$ cat src/rtl/r2y_pkg.sv
`timescale 1ns / 1ps

package r2y_pkg;

  localparam int MAX_DIM        = 4096;
  localparam int COEF_FRAC_BITS = 16;

  localparam int PIX_W     = 8;
  localparam int OFS_W     = 24;
  localparam int CFG_DIM_W = 13;
  localparam int CFG_IDX_W = 2;
  localparam int DIM_W     = $clog2(MAX_DIM + 1);
  localparam int CNT_W     = $clog2(MAX_DIM);

  localparam int COEF_W = COEF_FRAC_BITS + 1;
  localparam int PROD_W = COEF_W + PIX_W + 1;
  localparam int ACC_W  = PROD_W + 2;

  localparam int MUL_A_W = DIM_W + 1;
  localparam int MUL_W   = MUL_A_W + CNT_W;
  localparam int SUM_W   = (MUL_W + 1 > OFS_W) ? MUL_W + 1 : OFS_W;

  localparam int PQ_DEPTH = 4;
  localparam int PQ_IDX_W = $clog2(PQ_DEPTH);
  localparam int PQ_CNT_W = $clog2(PQ_DEPTH + 1);
  localparam int RQ_DEPTH = 4;
  localparam int RQ_IDX_W = $clog2(RQ_DEPTH);
  localparam int RQ_CNT_W = $clog2(RQ_DEPTH + 1);

  localparam int unsigned WIDTH_RST  = 640;
  localparam int unsigned HEIGHT_RST = 480;

  // Coefficients are given in units of 1e-5 and rounded half away from zero.
  localparam longint SCALE_DEN = 100000;
  localparam longint KY_R  =  ((longint'(29900) << COEF_FRAC_BITS) + SCALE_DEN / 2) / SCALE_DEN;
  localparam longint KY_G  =  ((longint'(58700) << COEF_FRAC_BITS) + SCALE_DEN / 2) / SCALE_DEN;
  localparam longint KY_B  =  ((longint'(11400) << COEF_FRAC_BITS) + SCALE_DEN / 2) / SCALE_DEN;
  localparam longint KCB_R = -((longint'(14713) << COEF_FRAC_BITS) + SCALE_DEN / 2) / SCALE_DEN;
  localparam longint KCB_G = -((longint'(28886) << COEF_FRAC_BITS) + SCALE_DEN / 2) / SCALE_DEN;
  localparam longint KCB_B =  ((longint'(43600) << COEF_FRAC_BITS) + SCALE_DEN / 2) / SCALE_DEN;
  localparam longint KCR_R =  ((longint'(61500) << COEF_FRAC_BITS) + SCALE_DEN / 2) / SCALE_DEN;
  localparam longint KCR_G = -((longint'(51499) << COEF_FRAC_BITS) + SCALE_DEN / 2) / SCALE_DEN;
  localparam longint KCR_B = -((longint'(10001) << COEF_FRAC_BITS) + SCALE_DEN / 2) / SCALE_DEN;
  localparam longint CHROMA_BIAS = longint'(128) << COEF_FRAC_BITS;

  typedef enum logic [1:0] {
    PLANE_Y  = 2'd0,
    PLANE_CB = 2'd1,
    PLANE_CR = 2'd2
  } plane_e;

  typedef enum logic [CFG_IDX_W-1:0] {
    REG_WIDTH  = 2'd0,
    REG_HEIGHT = 2'd1,
    REG_LAYOUT = 2'd2
  } cfg_reg_e;

  typedef logic signed [COEF_W-1:0] coef_t;
  typedef logic signed [PROD_W-1:0] prod_t;
  typedef logic signed [ACC_W-1:0]  acc_t;

  typedef struct packed {
    coef_t kr;
    coef_t kg;
    coef_t kb;
  } coef_set_t;

  // One accepted pixel with everything the back end needs to expand it.
  typedef struct packed {
    logic [PIX_W-1:0] red;
    logic [PIX_W-1:0] green;
    logic [PIX_W-1:0] blue;
    logic [CNT_W-1:0] col;
    logic [CNT_W-1:0] row;
    logic [DIM_W-1:0] width;
    logic             nv12;
    logic             chroma;
  } pix_t;

  typedef struct packed {
    plane_e           plane;
    logic             last;
    prod_t            prod_r;
    prod_t            prod_g;
    prod_t            prod_b;
    logic [MUL_W-1:0] ofs_prod;
    logic [CNT_W:0]   ofs_add;
  } mac_t;

  typedef struct packed {
    plane_e           plane;
    logic [OFS_W-1:0] ofs;
    logic [PIX_W-1:0] value;
    logic             last;
  } res_t;

  function automatic coef_set_t coef_set(plane_e p);
    coef_set_t cs;
    unique case (p)
      PLANE_Y: begin
        cs.kr = coef_t'(KY_R);
        cs.kg = coef_t'(KY_G);
        cs.kb = coef_t'(KY_B);
      end
      PLANE_CB: begin
        cs.kr = coef_t'(KCB_R);
        cs.kg = coef_t'(KCB_G);
        cs.kb = coef_t'(KCB_B);
      end
      PLANE_CR: begin
        cs.kr = coef_t'(KCR_R);
        cs.kg = coef_t'(KCR_G);
        cs.kb = coef_t'(KCR_B);
      end
      default: begin
        cs = '0;
      end
    endcase
    return cs;
  endfunction

endpackage

$ cat src/rtl/r2y_pix_queue.sv
`timescale 1ns / 1ps

module r2y_pix_queue
  import r2y_pkg::*;
(
  input  logic clk_i,
  input  logic rst_ni,
  input  logic push_i,
  input  pix_t data_i,
  output logic full_o,
  input  logic pop_i,
  output logic empty_o,
  output pix_t data_o
);

  pix_t                mem_q [PQ_DEPTH];
  logic [PQ_IDX_W-1:0] wr_ptr_q, wr_ptr_d;
  logic [PQ_IDX_W-1:0] rd_ptr_q, rd_ptr_d;
  logic [PQ_CNT_W-1:0] count_q, count_d;
  logic                do_push, do_pop;

  assign full_o  = (count_q == PQ_CNT_W'(PQ_DEPTH));
  assign empty_o = (count_q == '0);
  assign data_o  = mem_q[rd_ptr_q];
  assign do_push = push_i && !full_o;
  assign do_pop  = pop_i && !empty_o;

  always_comb begin
    wr_ptr_d = wr_ptr_q;
    rd_ptr_d = rd_ptr_q;
    count_d  = count_q;
    if (do_push) begin
      wr_ptr_d = (wr_ptr_q == PQ_IDX_W'(PQ_DEPTH - 1)) ? '0 : wr_ptr_q + 1'b1;
    end
    if (do_pop) begin
      rd_ptr_d = (rd_ptr_q == PQ_IDX_W'(PQ_DEPTH - 1)) ? '0 : rd_ptr_q + 1'b1;
    end
    if (do_push && !do_pop) begin
      count_d = count_q + 1'b1;
    end else if (do_pop && !do_push) begin
      count_d = count_q - 1'b1;
    end
  end

  always_ff @(posedge clk_i or negedge rst_ni) begin
    if (!rst_ni) begin
      wr_ptr_q <= '0;
      rd_ptr_q <= '0;
      count_q  <= '0;
    end else begin
      wr_ptr_q <= wr_ptr_d;
      rd_ptr_q <= rd_ptr_d;
      count_q  <= count_d;
    end
  end

  always_ff @(posedge clk_i) begin
    if (do_push) begin
      mem_q[wr_ptr_q] <= data_i;
    end
  end

endmodule

$ cat src/rtl/r2y_res_queue.sv
`timescale 1ns / 1ps

module r2y_res_queue
  import r2y_pkg::*;
(
  input  logic                clk_i,
  input  logic                rst_ni,
  input  logic                push_i,
  input  res_t                data_i,
  input  logic                pop_i,
  output logic                empty_o,
  output res_t                data_o,
  output logic [RQ_CNT_W-1:0] count_o
);

  res_t                mem_q [RQ_DEPTH];
  logic [RQ_IDX_W-1:0] wr_ptr_q, wr_ptr_d;
  logic [RQ_IDX_W-1:0] rd_ptr_q, rd_ptr_d;
  logic [RQ_CNT_W-1:0] count_q, count_d;
  logic                do_pop;

  // The writer reserves space ahead of time, so a push never meets a full queue.
  assign empty_o = (count_q == '0);
  assign data_o  = mem_q[rd_ptr_q];
  assign count_o = count_q;
  assign do_pop  = pop_i && !empty_o;

  always_comb begin
    wr_ptr_d = wr_ptr_q;
    rd_ptr_d = rd_ptr_q;
    count_d  = count_q;
    if (push_i) begin
      wr_ptr_d = (wr_ptr_q == RQ_IDX_W'(RQ_DEPTH - 1)) ? '0 : wr_ptr_q + 1'b1;
    end
    if (do_pop) begin
      rd_ptr_d = (rd_ptr_q == RQ_IDX_W'(RQ_DEPTH - 1)) ? '0 : rd_ptr_q + 1'b1;
    end
    if (push_i && !do_pop) begin
      count_d = count_q + 1'b1;
    end else if (do_pop && !push_i) begin
      count_d = count_q - 1'b1;
    end
  end

  always_ff @(posedge clk_i or negedge rst_ni) begin
    if (!rst_ni) begin
      wr_ptr_q <= '0;
      rd_ptr_q <= '0;
      count_q  <= '0;
    end else begin
      wr_ptr_q <= wr_ptr_d;
      rd_ptr_q <= rd_ptr_d;
      count_q  <= count_d;
    end
  end

  always_ff @(posedge clk_i) begin
    if (push_i) begin
      mem_q[wr_ptr_q] <= data_i;
    end
  end

endmodule

$ cat src/rtl/r2y_front.sv
`timescale 1ns / 1ps

module r2y_front
  import r2y_pkg::*;
(
  input  logic                 clk_i,
  input  logic                 rst_ni,
  input  logic                 cfg_valid_i,
  input  logic [CFG_IDX_W-1:0] cfg_index_i,
  input  logic [CFG_DIM_W-1:0] cfg_data_i,
  input  logic                 accept_i,
  input  logic [PIX_W-1:0]     red_i,
  input  logic [PIX_W-1:0]     green_i,
  input  logic [PIX_W-1:0]     blue_i,
  output pix_t                 pix_o
);

  logic [CFG_DIM_W-1:0] width_q, width_d;
  logic [CFG_DIM_W-1:0] height_q, height_d;
  logic                 nv12_q, nv12_d;
  logic [CNT_W-1:0]     col_q, col_d;
  logic [CNT_W-1:0]     row_q, row_d;
  logic [DIM_W-1:0]     dim_w, dim_h;
  logic [CNT_W:0]       col_inc, row_inc;

  function automatic logic [DIM_W-1:0] clamp_dim(logic [CFG_DIM_W-1:0] v);
    logic [DIM_W-1:0] r;
    if (int'(v) < 2) begin
      r = DIM_W'(2);
    end else if (int'(v) > MAX_DIM) begin
      r = DIM_W'(MAX_DIM);
    end else begin
      r = DIM_W'(v);
    end
    return r;
  endfunction

  always_comb begin
    width_d  = width_q;
    height_d = height_q;
    nv12_d   = nv12_q;
    if (cfg_valid_i) begin
      unique case (cfg_reg_e'(cfg_index_i))
        REG_WIDTH:  width_d  = cfg_data_i;
        REG_HEIGHT: height_d = cfg_data_i;
        REG_LAYOUT: nv12_d   = cfg_data_i[0];
        default: ;
      endcase
    end
  end

  assign dim_w   = clamp_dim(width_q);
  assign dim_h   = clamp_dim(height_q);
  assign col_inc = {1'b0, col_q} + 1'b1;
  assign row_inc = {1'b0, row_q} + 1'b1;

  // Advance the raster position; a stale counter past the edge wraps on its next step.
  always_comb begin
    col_d = col_q;
    row_d = row_q;
    if (accept_i) begin
      if (int'(col_inc) >= int'(dim_w)) begin
        col_d = '0;
        row_d = (int'(row_inc) >= int'(dim_h)) ? '0 : row_inc[CNT_W-1:0];
      end else begin
        col_d = col_inc[CNT_W-1:0];
      end
    end
  end

  always_comb begin
    pix_o.red    = red_i;
    pix_o.green  = green_i;
    pix_o.blue   = blue_i;
    pix_o.col    = col_q;
    pix_o.row    = row_q;
    pix_o.width  = dim_w;
    pix_o.nv12   = nv12_q;
    pix_o.chroma = !col_q[0] && !row_q[0];
  end

  always_ff @(posedge clk_i or negedge rst_ni) begin
    if (!rst_ni) begin
      width_q  <= CFG_DIM_W'(WIDTH_RST);
      height_q <= CFG_DIM_W'(HEIGHT_RST);
      nv12_q   <= 1'b0;
      col_q    <= '0;
      row_q    <= '0;
    end else begin
      width_q  <= width_d;
      height_q <= height_d;
      nv12_q   <= nv12_d;
      col_q    <= col_d;
      row_q    <= row_d;
    end
  end

endmodule

$ cat src/rtl/r2y_back.sv
`timescale 1ns / 1ps

module r2y_back
  import r2y_pkg::*;
(
  input  logic                clk_i,
  input  logic                rst_ni,
  input  logic                pq_empty_i,
  input  pix_t                pq_data_i,
  output logic                pq_pop_o,
  input  logic [RQ_CNT_W-1:0] rq_count_i,
  output logic                rq_push_o,
  output res_t                rq_data_o
);

  plane_e               sel_q, sel_d;
  logic                 s1_v_q, s2_v_q;
  mac_t                 s1_q, s1_d;
  res_t                 s2_q, s2_d;
  logic                 issue, last_cur;
  logic [RQ_CNT_W:0]    pending;
  coef_set_t            cs;
  logic signed [PIX_W:0] r_s, g_s, b_s;
  logic [DIM_W:0]       wp1;
  logic [MUL_A_W-1:0]   mul_a;
  logic [CNT_W-1:0]     mul_b;
  acc_t                 acc, bias;
  logic [SUM_W-1:0]     ofs_sum;

  // Reserve a queue slot for every result still in the pipeline.
  assign pending = (RQ_CNT_W + 1)'(rq_count_i) + (RQ_CNT_W + 1)'(s1_v_q)
                 + (RQ_CNT_W + 1)'(s2_v_q);
  assign issue   = !pq_empty_i && (int'(pending) < RQ_DEPTH);

  // Sample sequencer: luma, then Cb and Cr for chroma-sited pixels.
  always_comb begin
    sel_d = sel_q;
    if (issue) begin
      unique case (sel_q)
        PLANE_Y:  sel_d = pq_data_i.chroma ? PLANE_CB : PLANE_Y;
        PLANE_CB: sel_d = PLANE_CR;
        PLANE_CR: sel_d = PLANE_Y;
        default:  sel_d = PLANE_Y;
      endcase
    end
  end

  always_comb begin
    unique case (sel_q)
      PLANE_Y:  last_cur = !pq_data_i.chroma;
      PLANE_CB: last_cur = 1'b0;
      PLANE_CR: last_cur = 1'b1;
      default:  last_cur = 1'b1;
    endcase
    pq_pop_o = issue && last_cur;
  end

  // Stage 1: products of the pixel and the offset multiply.
  always_comb begin
    cs    = coef_set(sel_q);
    r_s   = $signed({1'b0, pq_data_i.red});
    g_s   = $signed({1'b0, pq_data_i.green});
    b_s   = $signed({1'b0, pq_data_i.blue});
    wp1   = {1'b0, pq_data_i.width} + 1'b1;
    mul_a = MUL_A_W'(pq_data_i.width);
    mul_b = pq_data_i.row;
    s1_d.ofs_add = {1'b0, pq_data_i.col};
    if (sel_q != PLANE_Y) begin
      mul_b = pq_data_i.row >> 1;
      if (pq_data_i.nv12) begin
        mul_a = MUL_A_W'({wp1[DIM_W:1], 1'b0});
        s1_d.ofs_add = {1'b0, pq_data_i.col} + (CNT_W + 1)'(sel_q == PLANE_CR);
      end else begin
        mul_a = MUL_A_W'(wp1[DIM_W:1]);
        s1_d.ofs_add = {1'b0, pq_data_i.col >> 1};
      end
    end
    s1_d.plane    = sel_q;
    s1_d.last     = last_cur;
    s1_d.prod_r   = prod_t'(r_s) * prod_t'(cs.kr);
    s1_d.prod_g   = prod_t'(g_s) * prod_t'(cs.kg);
    s1_d.prod_b   = prod_t'(b_s) * prod_t'(cs.kb);
    s1_d.ofs_prod = MUL_W'(mul_a) * MUL_W'(mul_b);
  end

  // Stage 2: sum, clamp to a byte, final offset.
  always_comb begin
    bias = (s1_q.plane == PLANE_Y) ? '0 : acc_t'(CHROMA_BIAS);
    acc  = acc_t'(s1_q.prod_r) + acc_t'(s1_q.prod_g) + acc_t'(s1_q.prod_b) + bias;
    ofs_sum = SUM_W'(s1_q.ofs_prod) + SUM_W'(s1_q.ofs_add);
    s2_d.plane = s1_q.plane;
    s2_d.last  = s1_q.last;
    s2_d.ofs   = ofs_sum[OFS_W-1:0];
    if (acc[ACC_W-1]) begin
      s2_d.value = '0;
    end else if (|acc[ACC_W-2:COEF_FRAC_BITS+PIX_W]) begin
      s2_d.value = '1;
    end else begin
      s2_d.value = acc[COEF_FRAC_BITS+PIX_W-1:COEF_FRAC_BITS];
    end
  end

  assign rq_push_o = s2_v_q;
  assign rq_data_o = s2_q;

  always_ff @(posedge clk_i or negedge rst_ni) begin
    if (!rst_ni) begin
      sel_q  <= PLANE_Y;
      s1_v_q <= 1'b0;
      s2_v_q <= 1'b0;
    end else begin
      sel_q  <= sel_d;
      s1_v_q <= issue;
      s2_v_q <= s1_v_q;
    end
  end

  always_ff @(posedge clk_i) begin
    s1_q <= s1_d;
    s2_q <= s2_d;
  end

endmodule

$ cat src/rtl/rgb_to_yuv420_converter.sv
`timescale 1ns / 1ps

// RGB to YUV 4:2:0 stream converter with BT.601 weights in Q16. Push one RGB
// pixel per request in raster order; every pixel yields a luma sample, and a
// pixel at an even column of an even row also yields a Cb and then a Cr
// sample, with last_of_pixel_o set on the final sample of each pixel. Each
// sample carries its plane and its byte offset within that plane (I420 or
// NV12 addressing per the layout register). The back end produces one sample
// per clock while a pixel is queued and the result queue has room to reserve.
// Each sample passes through the pixel queue, stage 1, stage 2 and the result
// queue. Frame registers go through the cfg port (valid/ready, always ready)
// and must change only while the block is drained; dimensions outside
// 2..MAX_DIM are saturated.

module rgb_to_yuv420_converter
  import r2y_pkg::*;
(
  input  logic                 clk_i,
  input  logic                 rst_ni,
  // pixel requests
  input  logic                 push,
  output logic                 full,
  input  logic [PIX_W-1:0]     red_i,
  input  logic [PIX_W-1:0]     green_i,
  input  logic [PIX_W-1:0]     blue_i,
  // sample results
  output logic                 empty,
  input  logic                 pop,
  output logic [1:0]           plane_o,
  output logic [OFS_W-1:0]     byte_offset_o,
  output logic [PIX_W-1:0]     sample_value_o,
  output logic                 last_of_pixel_o,
  // register writes
  input  logic                 valid,
  output logic                 ready,
  input  logic [CFG_IDX_W-1:0] cfg_index_i,
  input  logic [CFG_DIM_W-1:0] cfg_data_i
);

  pix_t                pix;
  pix_t                pq_data;
  logic                pq_empty, pq_pop;
  logic                accept;
  logic                rq_push;
  res_t                rq_wdata, rq_rdata;
  logic [RQ_CNT_W-1:0] rq_count;

  assign ready  = 1'b1;
  assign accept = push && !full;

  // Front: register file, raster counters, chroma siting.
  r2y_front u_front (
    .clk_i       (clk_i),
    .rst_ni      (rst_ni),
    .cfg_valid_i (valid),
    .cfg_index_i (cfg_index_i),
    .cfg_data_i  (cfg_data_i),
    .accept_i    (accept),
    .red_i       (red_i),
    .green_i     (green_i),
    .blue_i      (blue_i),
    .pix_o       (pix)
  );

  // Decouple the front from the sample sequencer.
  r2y_pix_queue u_pix_queue (
    .clk_i   (clk_i),
    .rst_ni  (rst_ni),
    .push_i  (push),
    .data_i  (pix),
    .full_o  (full),
    .pop_i   (pq_pop),
    .empty_o (pq_empty),
    .data_o  (pq_data)
  );

  // Back: expand each pixel into samples and convert them.
  r2y_back u_back (
    .clk_i      (clk_i),
    .rst_ni     (rst_ni),
    .pq_empty_i (pq_empty),
    .pq_data_i  (pq_data),
    .pq_pop_o   (pq_pop),
    .rq_count_i (rq_count),
    .rq_push_o  (rq_push),
    .rq_data_o  (rq_wdata)
  );

  // Hold finished samples until the consumer pops them.
  r2y_res_queue u_res_queue (
    .clk_i   (clk_i),
    .rst_ni  (rst_ni),
    .push_i  (rq_push),
    .data_i  (rq_wdata),
    .pop_i   (pop),
    .empty_o (empty),
    .data_o  (rq_rdata),
    .count_o (rq_count)
  );

  assign plane_o         = rq_rdata.plane;
  assign byte_offset_o   = rq_rdata.ofs;
  assign sample_value_o  = rq_rdata.value;
  assign last_of_pixel_o = rq_rdata.last;

endmodule

$ cat config.mk
export PLATFORM = sky130hd
export DESIGN_NAME = rgb_to_yuv420_converter
export DESIGN_NICKNAME = d
export VERILOG_FILES = /design/src/rtl/r2y_pkg.sv /design/src/rtl/r2y_pix_queue.sv /design/src/rtl/r2y_res_queue.sv /design/src/rtl/r2y_front.sv /design/src/rtl/r2y_back.sv /design/src/rtl/rgb_to_yuv420_converter.sv
export SDC_FILE = /design/constraint.sdc
export NUM_CORES = 2
export LEC_CHECK = 0
export ABC_AREA = 1
export BUFFER_PORTS_ARGS = -buffer_cell sky130_fd_sc_hd__buf_2
export CORE_MARGIN = 3
export CORE_UTILIZATION = 40
export CTS_BUF_LIST = sky130_fd_sc_hd__clkbuf_4 sky130_fd_sc_hd__clkbuf_8
export CTS_CLUSTER_SIZE = 28
export DETAILED_ROUTE_END_ITERATION = 6
export PLACE_DENSITY = 0.52
export SLEW_MARGIN = 10
export SYNTH_ARGS = -nofsm -noshare
export SYNTH_HDL_FRONTEND = slang
export SYNTH_SLANG_ARGS = --single-unit
export TNS_END_PERCENT = 30
$ cat constraint.sdc
create_clock -name clk_i -period 7.6 [get_ports clk_i]
set_input_delay 1.14 -clock clk_i [delete_from_list [all_inputs] [get_ports clk_i]]
set_output_delay 1.14 -clock clk_i [all_outputs]
set_load 0.01 [all_outputs]
Word-level counts from Yosys, hierarchy flattened
Memory sizes are Yosys's and may differ from the RTL's.
Index checks and enable logic that the tools add are counted.
{"block": "op_classes", "add_sub_neg": 18, "mul": 4, "magnitude_cmp": 7, "n_eq_ne": 9, "muxes": 29, "n_reduce_logical": 34}
{"cell": "one-hot mux 51 bit (3 select lines)", "n": 1}
{"cell": "multiplier 9 x 17 -> 26 bit", "n": 3}
{"cell": "two-way mux 12 bit", "n": 5}
{"cell": "two-way mux 13 bit", "n": 4}
{"cell": "adder 27 x 26 -> 28 bit", "n": 1}
{"cell": "adder 28 bit", "n": 1}
{"cell": "two-way mux 14 bit", "n": 2}
{"cell": "adder 26 x 26 -> 27 bit", "n": 1}
{"cell": "adder 12 x 1 -> 13 bit, second input constant", "n": 2}
{"cell": ">= comparator 13 bit", "n": 2}
{"cell": "> comparator 13 bit, second input constant", "n": 2}
{"cell": "less-than comparator 13 x 2 -> 1 bit, second input constant", "n": 2}
{"cell": "adder 24 x 13 -> 24 bit", "n": 1}
{"cell": "multiplier 14 x 12 -> 24 bit", "n": 1}
{"cell": "two-way mux 24 bit", "n": 1}
{"cell": "adder 13 x 1 -> 14 bit, second input constant", "n": 1}
{"cell": "adder 12 x 1 -> 13 bit", "n": 1}
{"cell": "equality test 2 bit, second input constant", "n": 6}
{"cell": "two-way mux 3 bit", "n": 4}
{"cell": "logical AND 1 bit", "n": 10}
{"cell": "zero test 1 bit", "n": 10}
{"cell": "AND reduction 2 bit", "n": 5}
{"cell": "adder 2 x 1 -> 2 bit, second input constant", "n": 4}
{"cell": "two-way mux 2 bit", "n": 4}
{"cell": "other kinds (15)", "n": 27}
{"block": "totals", "regBits": 222, "ramBits": 392, "inputBits": 44, "out_inout_bits": 38, "word_cells": 129, "n_memories": 2}
{"memory": "u_pix_queue.mem_q", "words": 4, "width": 63, "rd": 1, "rd_ports_with_merged_regs": 0, "write_ports": 1, "line_no": "r2y_pix_queue.sv:16", "rtl": "pix_t mem_q [PQ_DEPTH];"}
{"memory": "u_res_queue.mem_q", "words": 4, "width": 35, "rd": 1, "rd_ports_with_merged_regs": 0, "write_ports": 1, "line_no": "r2y_res_queue.sv:16", "rtl": "res_t mem_q [RQ_DEPTH];"}

Longest topological paths before layout
{"block": "depth", "word_depth": 9, "depth_mapped": 34, "mapped_depth_nobuf": 33}

Hierarchy
A second synthesis with hierarchy kept.
{"block": "unflattened", "hier_cells": 4916, "area_unflattened_um2": 46029.1}
{"module": "r2y_back", "instances": 1, "cells_per_inst": 3128, "area_per_inst_um2": 25699.6, "seq_area_each_um2": 3163.0}
{"module": "r2y_pix_queue", "instances": 1, "cells_per_inst": 795, "area_per_inst_um2": 10606.4, "seq_area_each_um2": 7742.4}
{"module": "r2y_res_queue", "instances": 1, "cells_per_inst": 463, "area_per_inst_um2": 5988.2, "seq_area_each_um2": 4379.2}
{"module": "r2y_front", "instances": 1, "cells_per_inst": 526, "area_per_inst_um2": 3713.6, "seq_area_each_um2": 1283.7}
{"module": "rgb_to_yuv420_converter", "instances": 1, "cells_per_inst": 4, "area_per_inst_um2": 21.3, "seq_area_each_um2": 0.0}

Worst setup path after synthesis
OpenSTA, ideal clock, no wires.
{"block": "synth_timing", "path_type": "register to register", "from": "register u_pix_queue.rd_ptr_q[0]", "to": "register u_back.s1_q[34] (netlist bit)", "setup_ns": 0.120, "arrival_time_ns": 5.796, "t_required_ns": 7.480, "setup_slack_ns": 1.684, "stages_incl_launch_ff": 31, "n_path_buf": 1, "period_less_slack_ns": 5.916, "cell_sequence": "dfrtp_1 > inv_4 > buf_6 > nand2_1 > nand3_1 > nand2_2 > ha_1 > nand3_1 > nor2_2 > xor2_1 > nand2_1 > nand3_2 > inv_2 > nand2_1 > fa_1 > fa_1 > inv_1 > fa_1 > fa_1 > inv_1 > fa_1 > inv_1 > ha_1 > a21oi_1 > o21ai_0 > a21o_1 > a21oi_1 > o21bai_1 > nand2_1 > nand2_1 > xor2_1"}
{"element": "start, declared", "line_no": "r2y_pix_queue.sv:18", "rtl": "logic [PQ_IDX_W-1:0] rd_ptr_q, rd_ptr_d;"}
{"element": "start signal, assigned", "line_no": "r2y_pix_queue.sv:52", "rtl": "rd_ptr_q <= rd_ptr_d;"}
{"element": "end signal, assigned", "line_no": "r2y_back.sv:119", "rtl": "s1_q <= s1_d;"}
{"element": "end, declared", "line_no": "r2y_back.sv:18", "rtl": "mac_t s1_q, s1_d;"}

==> results.json <==
{
  "drc_errors": 0,
  "drv_cap": 0,
  "arrival_ns": 7.39,
  "cts-root-buf": "clkbuf_8",
  "crit_type": "register to register",
  "synth_top_area_share_pct": 26.9,
  "ys_seq_area_share_pct": 37.9,
  "post_drt_wl_per_cell_um": 17.7,
  "num_vias": 29952,
  "die_w_um": 337,
  "dp_cells": 5880,
  "cts_max_level": 3,
  "synth_nets": 5264,
  "ys_async_sr_fraction_pct": 11.2,
  "skew_ns": 0.0516,
  "clk_path_buf_depth": 3,
  "antenna_left": 0,
  "synth.avg_cell_area_um2": 9.85,
  "dp_hpwl_mm": 83.4,
  "outcome": "completed",
  "clock_sinks": 614,
  "setup_viol": 0,
  "setup_tns_ns": 0,
  "routed_via_density": 4.93,
  "drtIter0Drc": 1826,
  "hold_path_class": "register to register",
  "required_ns": 8.19,
  "die-height_um": 337,
  "cts_tree": "yes",
  "clk_pin_slew_ns": 0.06,
  "synth_cells": 4445,
  "core_mm2": 0.108,
  "initial_core_util_pct": 40.6,
  "grt_setup_unrepaired": "false",
  "netlist.top_cell.by_area": "edfxtp_1",
  "netlist_area_mm2": 0.0438,
  "worstPathMaxFanout": 30,
  "ys_warn_count": 0,
  "grt_antenna_before_repair": 4,
  "synth.distinct_cells": 65,
  "port-buffer-count": 80,
  "worst_pin_slew_ns": 0.936,
  "wirelength_mm": 108,
  "synthFlopType": "edfxtp_1",
  "ys_seq_elements": 614,
  "synth_edf_count": 392,
  "grt_usage_pct": 19.3,
  "post_cts_buffers": 0,
  "critPathCaptureType": "register",
  "final_max_slew_viol_count": 0,
  "min_period_ns": 6.80,
  "netlist_top_cells_area": "edfxtp_1, fa_1, ha_1, dfxtp_1, inv_1",
  "slew_headroom_pct": 37.6,
  "drtPass1Iterations": 5,
  "fmax_ghz": 0.147,
  "layout-drive-gt1-share_pct": 8.48,
  "fin_cells": 6079,
  "fin_util_pct": 44.7,
  "startpoint_type": "register",
  "whs_ns": 0.325,
  "cts_resized": 0,
  "insertion_delay_ns": 0.73,
  "hold_violations": 0,
  "grt_pass1_wl_mm": 172,
  "rows": 120,
  "die-area_mm2": 0.113,
  "grt_overflow_total": 0,
  "min_period_over_period_pct": 89.4,
  "grt_max_degree": 99,
  "num_io_pins": 82,
  "area_growth_pct": 10.1,
  "gp_congestion": 0.907,
  "grt_pass1_vias": 30561,
  "cts_buffers": 102,
  "fin_nets": 5400,
  "holdBufCountCts": 0
}
-- path summary, 6_finish.rpt --
kind / from / to / slack [ns] / depth (start not counted)
setup / recovery: u_pix_queue.rd_ptr_q[0] / u_back.s1_q[34] / 0.80 / 27
hold / removal: u_back.s1_q[117] / u_back.rq_data_o[0] / 0.32 / 0
setup reg to reg: u_pix_queue.rd_ptr_q[0] / u_back.s1_q[34] / 0.80 / 27
hold reg to reg: u_back.s1_q[117] / u_back.rq_data_o[0] / 0.32 / 0
max in group asynchronous: rst_ni / u_pix_queue.rd_ptr_q[0] / 6.20 / 2
min in group asynchronous: rst_ni / u_front.width_q[0] / 0.33 / 1
-- synthesized netlist by cell type (3+ instances only) --
master    instances
clkinv_1          3
dfstp_2           6
buf_4             9
fa_1            436
o22ai_1          40
inv_1           771
edfxtp_1        392
o21ai_0         202
buf_2            32
nor2_1          448
o21a_1            7
nor4_1           15
nand3_4           3
nor3_1           23
a32o_1           32
nand3_1         134
a21oi_1         188
nand2_4           3
xnor2_1          54
a21o_1           12
nand4_1          69
o31ai_1           9
nand2_1         713
nand3b_1          6
nor2_2            8
a21boi_0          3
dfxtp_1         153
buf_1             6
dfrtp_1          63
o21ai_1           6
o211ai_1          3
inv_2            11
clkbuf_1         47
a31oi_1           8
o221ai_1         10
nand3_2           7
buf_6             7
xor2_1          101
nand2_2          15
o21bai_1         20
ha_1            339
-- registers in the layout (all words and copies together) (netlist names) --
register and count:
u_pix_queue.mem_q 252, u_res_queue.mem_q 140, u_back.s1_q 118, u_back.rq_data_o 35
u_front.height_q 13, u_front.width_q 13, u_front.col_q 12, u_front.row_q 12
u_pix_queue.count_q 3, u_res_queue.count_o 3, u_back.sel_q 2, u_pix_queue.rd_ptr_q 2
u_pix_queue.wr_ptr_q 2, u_res_queue.rd_ptr_q 2, u_res_queue.wr_ptr_q 2, u_back.rq_push_o 1
u_back.s1_v_q 1, u_front.nv12_q 1
-- area by class of cell --
cell class	instances	area [um2]
antenna	5	12.5
clock buffer	155	1880
clock inverter	39	404
fill	10477	59600
inverter	786	2950
multi-input combinational	2943	23800
sequential	614	16600
tap	1403	1760
timing repair buffer	134	846
-- layer usage --
| layer | global-route usage [%] | vias to the layer above | wire length, um |
|---|---|---|---|
| met4 | 4.24 | 0 | 1890 |
| li1 | - | 14713 | - |
| met3 | 3.55 | 137 | 6040 |
| met5 | 0 | - | 0 |
| met1 | 28.5 | 14416 | 53200 |
| met2 | 29.7 | 686 | 46800 |
-- logic make-up after synthesis --
kind of cell / Yosys count / share of synthesized area (%)
xor gates and xnor gates: 155 / 3.10
DFF: 614 / 37.9
and+or+nand+nor: 1455 / 14.0
muxes: 1 / 0.0257
other: 1 / 0.00857
buffers and inverters: 888 / 7.94
adders and majority gates: 775 / 29.6
AOI/OAI and AO/OA: 556 / 7.47
-- stage by stage --
| step | instance area, um2 | worst slack [ns] |
|---|---|---|
| after floorplan | 43800 | 1.68 |
| after global placement | 45900 | 0.818 |
| after detailed placement | 45900 | 0.785 |
| after CTS | 48200 | 0.785 |
| after global routing | 48200 | 0.381 |
| final | 48200 | 0.804 |
-- critical path, cell delays in order, from the launching register on --
cell and delay, ns:
dfrtp_4 0.51, buf_4 0.25, nand2_1 0.10, nand3_1 0.07, nand2_1 0.28, nor2_2 0.08, inv_1 0.32, o22a_1 0.18
nand2_1 0.22, inv_1 0.32, nand2_1 0.14, fa_1 0.47, fa_1 0.53, fa_1 0.49, inv_1 0.05, fa_1 0.52
inv_1 0.05, fa_1 0.52, inv_1 0.04, ha_1 0.35, a21oi_1 0.18, o21ai_0 0.13, a21o_1 0.19, a21oi_1 0.24
o21bai_1 0.14, nand2_1 0.08, nand2_1 0.06, xor2_1 0.14
-- cells in the final DEF (no fill, tap or decap), types with 11 or more instances in the layout --
cell type	instances
inv_1	771
nand2_1	713
nor2_1	444
fa_1	436
edfxtp_1	392
ha_1	339
o21ai_0	202
a21oi_1	188
dfxtp_1	153
nand3_1	134
clkbuf_8	115
xor2_1	101
buf_2	79
nand4_1	69
dfrtp_1	61
xnor2_1	54
buf_4	52
o22ai_1	40
clkbuf_4	40
a32o_1	32
nor3_1	22
o21bai_1	20
clkinv_2	17
nand2_2	15
nor4_1	15
a21o_1	12
inv_2	11
Power is left out: the tool's default activity adds up to more than one toggle a clock period on the data nets, which glitch-free logic cannot reach.
